$ cat src/hw/rtl/mkss_pkg.sv
// ----------------------------------------------------------------------------
// mkss_pkg
// Shared types, codes and helpers of the multiplexed key and switch scanner.
// ----------------------------------------------------------------------------
`default_nettype none

package mkss_pkg;

  // Result kinds
  typedef enum logic [1:0] {
    KIND_SELECT = 2'd0,
    KIND_KEY    = 2'd1,
    KIND_SWITCH = 2'd2,
    KIND_SYNC   = 2'd3
  } kind_t;

  localparam int unsigned NUM_LINES  = 8;
  localparam int unsigned NUM_PHASES = 4;
  localparam logic [1:0]  LAST_PHASE = 2'd3;

  // Work left for one input item, handed from the scan stage to the emitter
  typedef struct packed {
    logic [7:0] vec;      // completed scan vector
    logic [7:0] btn_rem;  // button lines still to report
    logic       btn_sync; // sync after the button group pending
    logic [7:0] sw_rem;   // switch lines still to report
    logic       sw_sync;  // sync after the switch group pending
    logic [1:0] sel;      // next phase for the select update
  } job_t;

  // Index of the lowest set bit (0 when none is set)
  function automatic logic [2:0] lowest_bit(input logic [7:0] bits);
    logic [2:0] idx;
    idx = 3'd0;
    for (int i = 7; i >= 0; i--) begin
      if (bits[i]) begin
        idx = 3'(i);
      end
    end
    return idx;
  endfunction

endpackage

`default_nettype wire

$ cat src/hw/rtl/mkss_scan.sv
// ----------------------------------------------------------------------------
// mkss_scan
// Scan state: phase, vector assembly, previous vector and the change check.
// Builds the job for each accepted sample.
// ----------------------------------------------------------------------------
`default_nettype none

module mkss_scan
  import mkss_pkg::*;
(
  input  wire logic       clk,
  input  wire logic       rst,
  input  wire logic       cfg_we,
  input  wire logic [7:0] cfg_wdata,
  input  wire logic       accept,
  input  wire logic       mux_out_one,
  input  wire logic       mux_out_two,
  output job_t            job
);

  logic [7:0] switch_mask;
  logic [1:0] scan_phase;
  logic [7:0] assembled_bits;
  logic [7:0] previous_vector;
  logic       primed;

  logic [7:0] assembled_next;
  logic [7:0] changed;
  logic       scan_done;
  logic       btn_rep;
  logic       sw_rep;

  // Insert the sample at the current phase and check for changes
  always_comb begin
    assembled_next = assembled_bits;
    assembled_next[{scan_phase, 1'b0} +: 2] = {mux_out_one, mux_out_two};
    scan_done = (scan_phase == LAST_PHASE);
    changed   = previous_vector ^ assembled_next;
    if (!primed) begin
      btn_rep = 1'b0;
      sw_rep  = |switch_mask;
    end else begin
      btn_rep = |(changed & ~switch_mask);
      sw_rep  = |(changed & switch_mask);
    end
    job.vec      = assembled_next;
    job.btn_rem  = (scan_done && btn_rep) ? ~switch_mask : 8'h00;
    job.btn_sync = scan_done && btn_rep;
    job.sw_rem   = (scan_done && sw_rep) ? switch_mask : 8'h00;
    job.sw_sync  = scan_done && sw_rep;
    job.sel      = scan_phase + 2'd1;
  end

  // Configuration register
  always_ff @(posedge clk) begin
    if (rst) begin
      switch_mask <= 8'h00;
    end else if (cfg_we) begin
      switch_mask <= cfg_wdata;
    end
  end

  // Scan state advances on every accepted transaction
  always_ff @(posedge clk) begin
    if (rst) begin
      scan_phase      <= 2'd0;
      assembled_bits  <= 8'h00;
      previous_vector <= 8'h00;
      primed          <= 1'b0;
    end else if (accept) begin
      scan_phase <= scan_phase + 2'd1;
      if (scan_done) begin
        assembled_bits  <= 8'h00;
        previous_vector <= assembled_next;
        primed          <= 1'b1;
      end else begin
        assembled_bits <= assembled_next;
      end
    end
  end

endmodule

`default_nettype wire

$ cat src/hw/rtl/mkss_emit.sv
// ----------------------------------------------------------------------------
// mkss_emit
// Job register and result serializer: one result per cycle into the output
// register while m_tready does not stall it, events first, select update last.
// ----------------------------------------------------------------------------
`default_nettype none

module mkss_emit
  import mkss_pkg::*;
(
  input  wire logic       clk,
  input  wire logic       rst,
  input  wire job_t       job_in,
  input  wire logic       accept,
  output logic            ready,
  output logic            m_tvalid,
  input  wire logic       m_tready,
  output logic [7:0]      m_tdata,   // [2:0] event_code, [3] event_value,
                                     // [4] select_a, [5] select_b, [7:6] zero
  output logic [1:0]      m_tuser,   // [1:0] event_kind
  output logic            m_tlast
);

  job_t       job;
  job_t       job_next;
  logic       job_valid;
  logic [2:0] sw_idx;
  logic [2:0] sw_idx_next;
  logic [2:0] bit_idx;
  logic       load_out;
  logic       step;
  logic       job_done;

  kind_t      step_kind;
  logic [2:0] step_code;
  logic       step_value;
  logic [1:0] step_sel;
  logic       step_last;

  // Pick the next result of the current job
  always_comb begin
    job_next    = job;
    sw_idx_next = sw_idx;
    step_kind   = KIND_SELECT;
    step_code   = 3'd0;
    step_value  = 1'b0;
    step_sel    = 2'd0;
    step_last   = 1'b0;
    bit_idx     = 3'd0;
    if (|job.btn_rem) begin
      bit_idx          = lowest_bit(job.btn_rem);
      step_kind        = KIND_KEY;
      step_code        = bit_idx;
      step_value       = job.vec[bit_idx];
      job_next.btn_rem = job.btn_rem & (job.btn_rem - 8'd1);
    end else if (job.btn_sync) begin
      step_kind         = KIND_SYNC;
      job_next.btn_sync = 1'b0;
    end else if (|job.sw_rem) begin
      bit_idx         = lowest_bit(job.sw_rem);
      step_kind       = KIND_SWITCH;
      step_code       = sw_idx;
      step_value      = ~job.vec[bit_idx];
      job_next.sw_rem = job.sw_rem & (job.sw_rem - 8'd1);
      sw_idx_next     = sw_idx + 3'd1;
    end else if (job.sw_sync) begin
      step_kind        = KIND_SYNC;
      job_next.sw_sync = 1'b0;
    end else begin
      step_kind = KIND_SELECT;
      step_sel  = job.sel;
      step_last = 1'b1;
    end
  end

  // Handshake control
  assign load_out = !m_tvalid || m_tready;
  assign step     = job_valid && load_out;
  assign job_done = step && step_last;
  assign ready    = !job_valid || job_done;

  // Job register
  always_ff @(posedge clk) begin
    if (rst) begin
      job_valid <= 1'b0;
    end else if (accept) begin
      job_valid <= 1'b1;
    end else if (job_done) begin
      job_valid <= 1'b0;
    end
  end

  always_ff @(posedge clk) begin
    if (accept) begin
      job    <= job_in;
      sw_idx <= 3'd0;
    end else if (step) begin
      job    <= job_next;
      sw_idx <= sw_idx_next;
    end
  end

  // Output register
  always_ff @(posedge clk) begin
    if (rst) begin
      m_tvalid <= 1'b0;
    end else if (load_out) begin
      m_tvalid <= job_valid;
    end
  end

  always_ff @(posedge clk) begin
    if (step) begin
      m_tdata <= {2'b00, step_sel[1], step_sel[0], step_value, step_code};
      m_tuser <= step_kind;
      m_tlast <= step_last;
    end
  end

endmodule

`default_nettype wire

$ cat src/hw/rtl/mux_key_switch_scanner_unit.sv
// ----------------------------------------------------------------------------
// mux_key_switch_scanner_unit
// Scanner for eight button and switch lines read through a dual 4-to-1 mux.
// ----------------------------------------------------------------------------
// Usage:
//   s_* carries one settled sample of both mux outputs per transaction
//   (s_tdata[0] output 1, s_tdata[1] output 2) at the current select phase.
//   m_* returns the results of that sample: key, switch and sync events,
//   then a select update (m_tlast = 1) with the select lines for the next
//   phase. cfg_we/cfg_wdata write the switch mask; write only when idle.
//   Path: the first result of a sample passes the job register and then the
//   output register. Throughput: a sample has 1 to 11 results; the
//   serializer issues one result per cycle, unless m_tready stalls it, into a
//   single output register. A new sample is taken in the cycle its
//   predecessor's select update is issued, so plain phases run at one per
//   cycle while the output is not stalled.
//   Reset clears the phase, vector, previous vector, priming and mask; the
//   select lines are assumed to drive phase 0. When m_tready is low the
//   output register holds and s_tready drops once the job stage is full.
// ----------------------------------------------------------------------------
`default_nettype none

module mux_key_switch_scanner_unit
  import mkss_pkg::*;
(
  input  wire logic       clk,
  input  wire logic       rst,
  input  wire logic       cfg_we,
  input  wire logic [7:0] cfg_wdata,
  input  wire logic       s_tvalid,
  output logic            s_tready,
  input  wire logic [7:0] s_tdata,   // [0] mux_out_one, [1] mux_out_two, [7:2] zero
  output logic            m_tvalid,
  input  wire logic       m_tready,
  output logic [7:0]      m_tdata,   // [2:0] event_code, [3] event_value,
                                     // [4] select_a, [5] select_b, [7:6] zero
  output logic [1:0]      m_tuser,   // [1:0] event_kind
  output logic            m_tlast
);

  job_t job;
  logic accept;

  assign accept = s_tvalid && s_tready;

  // Scan state and change detection
  mkss_scan u_scan (
    .clk         (clk),
    .rst         (rst),
    .cfg_we      (cfg_we),
    .cfg_wdata   (cfg_wdata),
    .accept      (accept),
    .mux_out_one (s_tdata[0]),
    .mux_out_two (s_tdata[1]),
    .job         (job)
  );

  // Result serializer
  mkss_emit u_emit (
    .clk      (clk),
    .rst      (rst),
    .job_in   (job),
    .accept   (accept),
    .ready    (s_tready),
    .m_tvalid (m_tvalid),
    .m_tready (m_tready),
    .m_tdata  (m_tdata),
    .m_tuser  (m_tuser),
    .m_tlast  (m_tlast)
  );

`ifndef SYNTH
  // The final result of a sample is always the select update
  a_last_is_select: assert property (@(posedge clk) disable iff (rst)
    m_tvalid |-> (m_tlast == (m_tuser == KIND_SELECT)))
    else $error("tlast does not match select update");

  // Select lines are driven only on a select update
  a_sel_only_on_update: assert property (@(posedge clk) disable iff (rst)
    (m_tvalid && (m_tuser != KIND_SELECT)) |-> (m_tdata[5:4] == 2'b00))
    else $error("select lines set on an event");

  // Out of reset the block is ready for a sample
  a_ready_after_reset: assert property (@(posedge clk)
    rst ##1 !rst |-> s_tready)
    else $error("not ready after reset");
`endif

endmodule

`default_nettype wire
$ cat config.mk
export PLATFORM = sky130hd
export DESIGN_NAME = mux_key_switch_scanner_unit
export DESIGN_NICKNAME = d
export VERILOG_FILES = /design/src/hw/rtl/mkss_pkg.sv /design/src/hw/rtl/mkss_scan.sv /design/src/hw/rtl/mkss_emit.sv /design/src/hw/rtl/mux_key_switch_scanner_unit.sv
export SDC_FILE = /design/constraint.sdc
export NUM_CORES = 1
export LEC_CHECK = 0
export BUFFER_PORTS_ARGS = -buffer_cell sky130_fd_sc_hd__buf_2
export CORE_UTILIZATION = 50
export DETAILED_ROUTE_END_ITERATION = 7
export PLACE_DENSITY = 0.69
export SETUP_SLACK_MARGIN = 0.02
export SYNTH_ARGS = -nofsm -noshare
export SYNTH_HDL_FRONTEND = slang
export SYNTH_SLANG_ARGS = --single-unit
$ cat constraint.sdc
create_clock -name clk -period 3.07 [get_ports clk]
set_input_delay 0.307 -clock clk [delete_from_list [all_inputs] [get_ports clk]]
set_output_delay 0.307 -clock clk [all_outputs]
set_load 0.005 [all_outputs]
==> flow_summary_export.csv, run 1 <==
group,metric,value,unit
synthesis,ys.warnings.count,0,
min_path,min_path_cells,3,
setup_path,crit_slowest_cell,"dfxtp_1",
placed_design,port_buffers,25,
setup_path,critPathLaunchType,"flop",
floorplan,initial_utilization,53.03,%
drt,avgRoutedWirePerCell,16.25,um
setup_path,rrSetupSlack,0.30,ns
power,p_int,1.615,mW
synthesis,yosys-top-cells-count,"nor2_1, edfxtp_1, dfxtp_1, nand2_1, a21oi_1",
setup_path,r2r_cells,9,
cells_and_area,drive_gt1_share,16.01,%
floorplan,die_area,7711,sq um
grt,grt_max_degree,33,
floorplan,ios,34,
drt,drc_errors,0,
clock_tree,ctsHoldBuffers,0,
setup_path,crit_family,"compound AO/OA/AOI/OAI gates",
sta,finalWorstSetupSlack,0.2967,ns
clock_tree,clk_latency,0.35,ns
power,p_leak,1.578,nW
drt,wirelength,8.155,mm
grt,grt_pass1_vias,2743,
setup_path,r2r-end,"u_emit.job[9]",
setup_path,critical_path_required,3.16,ns
setup_path,crit_buf_inv,2,
synthesis,synthFlopType,"edfxtp_1",
synthesis,yosys-top-cells-area,"edfxtp_1, dfxtp_1, nor2_1",
clock_tree,cts_setup_buffers,0,
setup_path,endpoint_kind,"flop",
setup_path,crit_fanout,9,
clock_tree,cts.sinks,69,
run_status,status,"finished clean",
grt,antenna_found_initial,0,
sta,finalCritPeriodShare,90.34,%
cells_and_area,antenna_cells,0,
setup_path,r2r-start,"u_scan.scan_phase[1]",
synthesis,ys_async_sr_fraction,0,%
drt,viasPerCell,5.721,
sta,slew_headroom,60.61,%
grt,grt_first_pass_wirelength,13.62,mm
sta,timing.fmax,360.6,MHz
placed_design,place_hpwl,5.738,mm
setup_path,crit_end,"u_emit.job[9]",
power,clkPwrFrac,37.1,%
placed_design,dpl_worst_slack,0.3454,ns
sta,final_max_slew_viol_count,0,
drt,drt_iter0_drc,185,
cells_and_area,nFillCells,610,
sta,tightest_slew,0.5908,ns
clock_tree,tritoncts,"built",
grt,grt_use_total,23.50,%
clock_tree,root_buffer,"clkbuf_8",
sta,fin_skew,0.006099,ns
floorplan,die_h,87.82,um
clock_tree,cts_resized,0,
synthesis,synth_top_cell_by_area,"edfxtp_1",
setup_path,critPathMaxStageDelay,0.42,ns
clock_tree,clk_path_buf_depth,2,
flow_run,maxCapViolations,0,
synthesis,synth_top_area_share,30.17,%
cells_and_area,area_growth,11.89,%
placed_design,place.gp.congestion,0.8659,
drt,vias,2872,
sta,finalHoldViolCount,0,
sta,rsz0062_at_grt,"false",
power,p_seq_share,49.7,%
drt,drt_pass1_iterations,5,
clock_tree,cts-htree-levels,3,
power,swShare,26.17,%
sta,min_period,2.773,ns
sta,setup_tns,0,ns
grt,overflow,0,
power,p_sw,0.5724,mW
floorplan,die_w,87.82,um
synthesis,syn_inst,371,
power,ir_drop,0.2430,mV
setup_path,crit_cells,9,
floorplan,core_area,6944,sq um
cells_and_area,nets,429,
synthesis,synth_area,3682,sq um
drt,final_antenna_net_count,0,
setup_path,worst-setup-path-type,"reg -> reg",
floorplan,rows,30,
min_path,hold_class,"in -> reg",
clock_tree,cts_buffers,9,
sta,finalSetupViolations,0,
synthesis,synth_edf_count,37,
synthesis,avgSynthCellArea,9.925,sq um
power,p_comb_share,13.1,%
synthesis,synth_seq_area_share,47.57,%
synthesis,yosysMostFrequentCell,"nor2_1",
synthesis,synth-seq-cells,69,
power,power.density,530.9,nW/um^2
clock_tree,clk_pin_slew,0.07,ns
synthesis,ys_types,57,
setup_path,crit_chain,"inv_1, ha_1, nor2_1, a31oi_1, xnor2_1, a222oi_1, nor4bb_1, buf_4, o21ai_0",
setup_path,worstPathArrival,2.87,ns
power,totalPowerFinal,2.187,mW
setup_path,crit_start,"u_scan.scan_phase[1]",
==> flip-flops by register name, summed over array words and instances (netlist names) <==
register                count
u_emit.sw_idx               3
u_scan.switch_mask          8
u_emit.m_tvalid             1
u_scan.scan_phase           2
u_emit.job_valid            1
u_scan.assembled_bits       8
u_emit.job                 28
u_emit.m_tuser              2
u_emit.m_tlast              1
u_emit.m_tdata              6
u_scan.previous_vector      8
u_scan.primed               1
==> power by group through the flow <==
| stage | Clock (mW) | Combinational (mW) | Sequential [mW] |
|---|---|---|---|
| floorplan | 0 | 0.205 | 1.09 |
| global placement | 0 | 0.278 | 1.10 |
| detailed placement | 0 | 0.284 | 1.11 |
| CTS | 0.830 | 0.287 | 1.09 |
| global route | 0.865 | 0.320 | 1.09 |
| finish | 0.812 | 0.287 | 1.09 |
==> placed cells by master, fill, tap and decap left out, types with 9 or more instances in the layout <==
cell and n:
buf_2 25, nor2_1 55, dfxtp_1 32, nand2_1 26, a21oi_1 19, or3_1 9
inv_1 12, mux2i_1 18, xor2_1 13, clkbuf_8 11, o21ai_0 9, o31ai_1 10
nand3_1 11, edfxtp_1 37, buf_4 12
==> metrics by stage <==
stage	utilization (%)	hold WS, ns	std cells	area, sq um
6_report	59.33	0.1933	502	4120
3_5_place_dp	56.16	0.4416	486	3900
3_3_place_gp	56.16	0.4406	486	3900
4_1_cts	59.33	0.1886	502	4120
2_1_floorplan	-	0.4273	372	3686
5_1_grt	59.33	0.1840	502	4120
==> logic make-up after synthesis <==
group,Yosys count,share of synthesized area (%)
simple gates,145,20.35
fa+ha+maj,7,2.378
mux,18,4.893
other cells,1,0.1018
compound gates,80,15.43
buf+inv,32,4.757
xor+xnor,19,4.519
flops,69,47.57
==> layer usage <==
metal / vias to the layer above / track usage [%] / wire (um)
met2: 92 / 37.14 / 3834
met4: 0 / 11.77 / 172
met3: 16 / 3.864 / 448
met5: - / 0 / 0
li1: 1420 / - / -
met1: 1344 / 31.26 / 3700
==> worst min-delay path by stage <==
stage,from,endpoint,slack [ns]
2_1_floorplan,u_scan.assembled_bits[0],u_scan.assembled_bits[0],0.43
3_3_place_gp,u_scan.assembled_bits[1],u_scan.assembled_bits[1],0.44
3_5_place_dp,u_scan.assembled_bits[1],u_scan.assembled_bits[1],0.44
4_1_cts,cfg_wdata[2],u_scan.switch_mask[2],0.19
5_1_grt,cfg_wdata[2],u_scan.switch_mask[2],0.18
6_report,cfg_wdata[2],u_scan.switch_mask[2],0.19
==> layout make-up <==
class	instances	area [sq um]	share of cell area [%]
well taps	96	120.1	2.915
flip-flops and latches	69	1752	42.51
clock buffers	13	180.2	4.373
multi-input cells	271	1759	42.70
clock inverters	3	40.04	0.9718
repair buffers	37	215.2	5.223
inverters	13	53.80	1.306
==> worst min-delay path, stage by stage <==
cell and delay (ns):
buf_2 0.07, mux2i_1 0.05, nor2_1 0.07
(Power assumes the default switching activity.)
==> inputs of run 2 (changes only) <==
Settings changed: RECOVER_POWER set to 25.
==> run 2 against run 1 <==
Non-clock buffer count unchanged; critical path type unchanged; die area unchanged; sequential power about the same; highest routed layer unchanged; final cell count unchanged; global-route usage unchanged; power about the same.
==> flow_summary_export.csv, run 2 (same netlist as run 1, synthesis figures left out) <==
group,metric,value,unit
setup_path,critPathMaxStageDelay,0.42,ns
floorplan,rows,30,
power,ir_drop,0.2428,mV
setup_path,crit_fanout,9,
power,p_leak,1.555,nW
sta,setup_tns,0,ns
grt,grt_first_pass_wirelength,13.62,mm
drt,met1Wirelength,3.754,mm
clock_tree,cts.sinks,69,
setup_path,critical_path_required,3.16,ns
clock_tree,tritoncts,"built",
clock_tree,cts_buffers,9,
clock_tree,ctsHoldBuffers,0,
cells_and_area,drive_gt1_share,14.29,%
drt,wirelength,8.135,mm
clock_tree,root_buffer,"clkbuf_8",
drt,top_layer,"met4",
cells_and_area,nets,429,
drt,vias,2861,
grt,grt_pass1_vias,2743,
drt,viasPerCell,5.699,
placed_design,place_hpwl,5.738,mm
clock_tree,cts-htree-levels,3,
cells_and_area,regMostFlops,"u_emit.job",
drt,drt_pass1_iterations,4,
cells_and_area,mostFrequentLayoutCells,"nor2_1, edfxtp_1, dfxtp_1, nand2_1, a21oi_1",
clock_tree,clk_latency,0.35,ns
drt,drt_iter0_drc,185,
grt,overflow,0,
setup_path,critPathLaunchType,"flop",
cells_and_area,largest_reg_flops,28,
sta,tightest_slew,0.6937,ns
sta,fin_skew,0.006588,ns
setup_path,endpoint_kind,"flop",
cells_and_area,antenna_cells,0,
min_path,hold_class,"in -> reg",
clock_tree,cts_setup_buffers,0,
drt,avgRoutedWirePerCell,16.21,um
drt,wl_met3,376,um
drt,wl_met2,3.885,mm
setup_path,worst-setup-path-type,"reg -> reg",
drt,drc_errors,0,
power,power.density,531.6,nW/um^2
flow_run,maxCapViolations,0,
floorplan,ios,34,
grt,grt_use_total,23.50,%
setup_path,worstPathArrival,2.87,ns
setup_path,crit_slowest_cell,"dfxtp_1",
cells_and_area,area_growth,11.65,%
drt,final_antenna_net_count,0,
placed_design,port_buffers,25,
cells_and_area,fin_util,59.21,%
clock_tree,clk_path_buf_depth,2,
sta,finalCritPeriodShare,90.56,%
cells_and_area,multi_input_area,1759,sq um
floorplan,die_area,7711,sq um
sta,min_period,2.780,ns
grt,antenna_found_initial,0,
cells_and_area,layout_commonest_cell,"nor2_1",
cells_and_area,nFillCells,617,
cells_and_area,regArea,1752,sq um
floorplan,die_h,87.82,um
setup_path,crit_chain,"inv_1, ha_1, nor2_1, a31oi_1, xnor2_1, a222oi_1, nor4bb_1, buf_4, o21ai_0",
floorplan,die_w,87.82,um
run_status,status,"finished clean",
clock_tree,clk_pin_slew,0.07,ns
sta,finalHoldViolCount,0,
sta,final_max_slew_viol_count,0,
clock_tree,cts_resized,0,
sta,timing.fmax,359.7,MHz
sta,slew_headroom,53.73,%
floorplan,core_area,6944,sq um
sta,rsz0062_at_grt,"false",
sta,finalSetupViolations,0,
floorplan,initial_utilization,53.03,%
placed_design,place.gp.congestion,0.8659,
grt,grt_max_degree,33,
## run 2: layout make-up
cell class,instances,share of cell area (%)
multi-input cells,271,42.79
repair buffers,37,5.021
inverters,13,1.309
well taps,96,2.921
clock buffers,13,4.382
clock inverters,3,0.9738
flip-flops and latches,69,42.61
## run 2: worst max-delay path, delay by kind of cell (launching register included)
family,cells,cell delay [ns]
AND/OR/NAND/NOR,2,0.42
AO/OA/AOI/OAI,3,0.80
flip-flops,1,0.42
XOR/XNOR,1,0.17
buffers and inverters,2,0.32
adder cells (fa/ha/maj),1,0.41
## run 2: worst paths after layout
check,from,end,slack (ns),depth (start not counted)
setup / recovery,u_scan.scan_phase[1],u_emit.job[9],0.29,9
hold / removal,cfg_wdata[2],u_scan.switch_mask[2],0.19,3
setup reg to reg,u_scan.scan_phase[1],u_emit.job[9],0.29,9
hold reg to reg,u_scan.assembled_bits[1],u_scan.assembled_bits[1],0.45,2
## run 2: report_power, final
| group | switching (mW) | total [mW] | internal [mW] | leakage, nW |
|---|---|---|---|---|
| sequential | 0.0566 | 1.09 | 1.03 | 0.622 |
| combinational | 0.170 | 0.285 | 0.115 | 0.818 |
| clock | 0.346 | 0.813 | 0.467 | 0.115 |
| total | 0.572 | 2.19 | 1.61 | 1.56 |
## run 2: through the flow
| step | cell area, sq um | power (mW) | setup slack (ns) | hold WS [ns] | std cells |
|---|---|---|---|---|---|
| final | 4111 | 2.186 | 0.2900 | 0.1931 | 502 |
| after global routing | 4111 | 2.278 | 0.05609 | 0.1840 | 502 |
| after CTS | 4120 | 2.203 | 0.3160 | 0.1886 | 502 |
| after detailed placement | 3900 | 1.391 | 0.3454 | 0.4416 | 486 |
| after global placement | 3900 | 1.381 | 0.4158 | 0.4406 | 486 |
| after floorplan | 3686 | 1.293 | 0.2860 | 0.4273 | 372 |
## run 2: routing by layer
layer,track usage (%),up-vias
met2,37.14,83
met5,0,-
met1,31.26,1347
met3,3.864,10
li1,-,1421
met4,11.77,0
==> inputs of run 3 (changes only) <==
Settings changed: CORE_UTILIZATION 50 to 59, PLACE_DENSITY 0.69 to 0.79.
==> run 3 against run 2 <==
First-iteration DRC count is 48% higher; clock-buffer cell count shrank 3; setup slack got worse by 0.042 ns; utilization increased by 8.6 points.
==> flow_summary_export.csv, run 3 (same netlist as run 1, synthesis figures left out) <==
group,metric,value,unit
setup_path,r2r_cells,9,
sta,slew_headroom,52.22,%
drt,drt_iter0_drc,273,
placed_design,port_buffers,25,
floorplan,ios,34,
setup_path,worstPathArrival,2.91,ns
placed_design,place.gp.congestion,0.8735,
grt,grt_first_pass_wirelength,13.38,mm
cells_and_area,layout_commonest_cell,"nor2_1",
clock_tree,clk_path_buf_depth,2,
drt,wirelength,8.232,mm
cells_and_area,mostFrequentLayoutCells,"nor2_1, edfxtp_1, dfxtp_1, nand2_1, buf_2",
setup_path,r2r-end,"u_emit.job[6]",
sta,finalHoldViolCount,0,
sta,setup_tns,0,ns
power,power.density,508.3,nW/um^2
setup_path,crit_fanout,9,
sta,min_period,2.822,ns
min_path,hold_end,"u_scan.switch_mask[7]",
drt,final_antenna_net_count,0,
clock_tree,clk_pin_slew,0.08,ns
clock_tree,cts_setup_buffers,0,
sta,finalSetupViolations,0,
setup_path,r2r-start,"u_scan.scan_phase[1]",
min_path,hold_start,"cfg_wdata[7]",
sta,finalCritPeriodShare,91.92,%
sta,timing.fmax,354.3,MHz
floorplan,rows,28,
cells_and_area,largest_reg_flops,28,
floorplan,core_area,5956,sq um
setup_path,critPathLaunchType,"flop",
sta,rsz0062_at_grt,"false",
clock_tree,tritoncts,"built",
sta,fin_skew,0.007033,ns
clock_tree,cts-htree-levels,3,
clock_tree,root_buffer,"clkbuf_8",
setup_path,worst-setup-path-type,"reg -> reg",
drt,vias,2973,
floorplan,die_h,81,um
sta,tightest_slew,0.7163,ns
power,p_leak,1.540,nW
min_path,min_path_cells,3,
drt,avgRoutedWirePerCell,17.15,um
min_path,hold_class,"in -> reg",
floorplan,initial_utilization,61.83,%
cells_and_area,regMostFlops,"u_emit.job",
placed_design,place_hpwl,5.589,mm
grt,grt_use_total,27.59,%
cells_and_area,fin_util,67.77,%
setup_path,critical_path_required,3.16,ns
grt,antenna_found_initial,0,
drt,drc_errors,0,
sta,final_max_slew_viol_count,0,
grt,overflow,0,
clock_tree,cts.sinks,69,
flow_run,maxCapViolations,0,
grt,grt_pass1_vias,2728,
setup_path,rrSetupSlack,0.25,ns
clock_tree,clk_latency,0.35,ns
floorplan,die_w,81,um
cells_and_area,antenna_cells,0,
clock_tree,cts_buffers,9,
power,ir_drop,0.3546,mV
drt,drt_pass1_iterations,5,
grt,grt_max_degree,33,
floorplan,die_area,6561,sq um
drt,viasPerCell,6.194,
cells_and_area,nets,428,
cells_and_area,drive_gt1_share,14.81,%
run_status,status,"finished clean",
cells_and_area,area_growth,9.616,%
setup_path,endpoint_kind,"flop",
run 3: how the worst max path moves through the flow:
stage	from	endpoint	slack (ns)	cells after the start
2_1_floorplan	u_scan.scan_phase[0]	u_emit.job[14]	0.29	9
3_3_place_gp	u_emit.job[12]	u_scan.previous_vector[7]	0.43	9
3_5_place_dp	u_scan.scan_phase[1]	u_emit.job[9]	0.30	9
4_1_cts	u_emit.job[12]	u_scan.previous_vector[1]	0.19	9
5_1_grt	u_scan.scan_phase[1]	u_emit.job[7]	0.05	9
6_report	u_scan.scan_phase[1]	u_emit.job[6]	0.25	9
run 3: power breakdown:
part / leakage, nW / total [mW] / switching (mW) / internal [mW]
sequential: 0.622 / 1.09 / 0.0569 / 1.03
clock: 0.0967 / 0.676 / 0.363 / 0.313
combinational: 0.821 / 0.288 / 0.173 / 0.115
run 3: layout make-up:
cell class                 instances  area [sq um]
fill                             482          1919
multi-input combinational        271          1762
sequential                        69          1752
timing repair buffer              36         201.4
clock buffer                      10         137.6
tap                               75         93.84
inverter                          13         53.80
clock inverter                     6         36.28
run 3: critical path, stage by stage (launching register included):
cell and delay (ns):
dfxtp_1 0.41, inv_1 0.11, ha_1 0.41, nor2_1 0.10, a31oi_1 0.38, xnor2_1 0.17
a222oi_1 0.33, nor4bb_1 0.35, buf_4 0.21, o21ai_0 0.09
run 3: per-layer routing:
layer / track usage [%] / vias to the layer above / part of all wire, %
li1: - / 1420 / -
met1: 35.72 / 1413 / 44
met2: 44.12 / 123 / 48
met3: 5.955 / 17 / 6.1
met4: 12.50 / 0 / 2.0
met5: 0 / - / 0
run 3: timing repair:
| action | in CTS | in global routing |
|---|---|---|
| resized for setup | 0 | 1 |
| hold buffers | 0 | 0 |
| setup endpoints to repair | 0 | 1 |
run 3: through the flow:
step	setup WS, ns	hold WS, ns	instance area [sq um]	std cells	total power [mW]
after floorplan	0.2860	0.4273	3686	372	1.293
after global placement	0.4299	0.4405	3866	464	1.374
after detailed placement	0.2975	0.4415	3866	464	1.387
after CTS	0.1929	0.1803	4040	480	2.058
after global routing	0.05493	0.1923	4036	480	2.136
final	0.2479	0.1923	4036	480	2.052
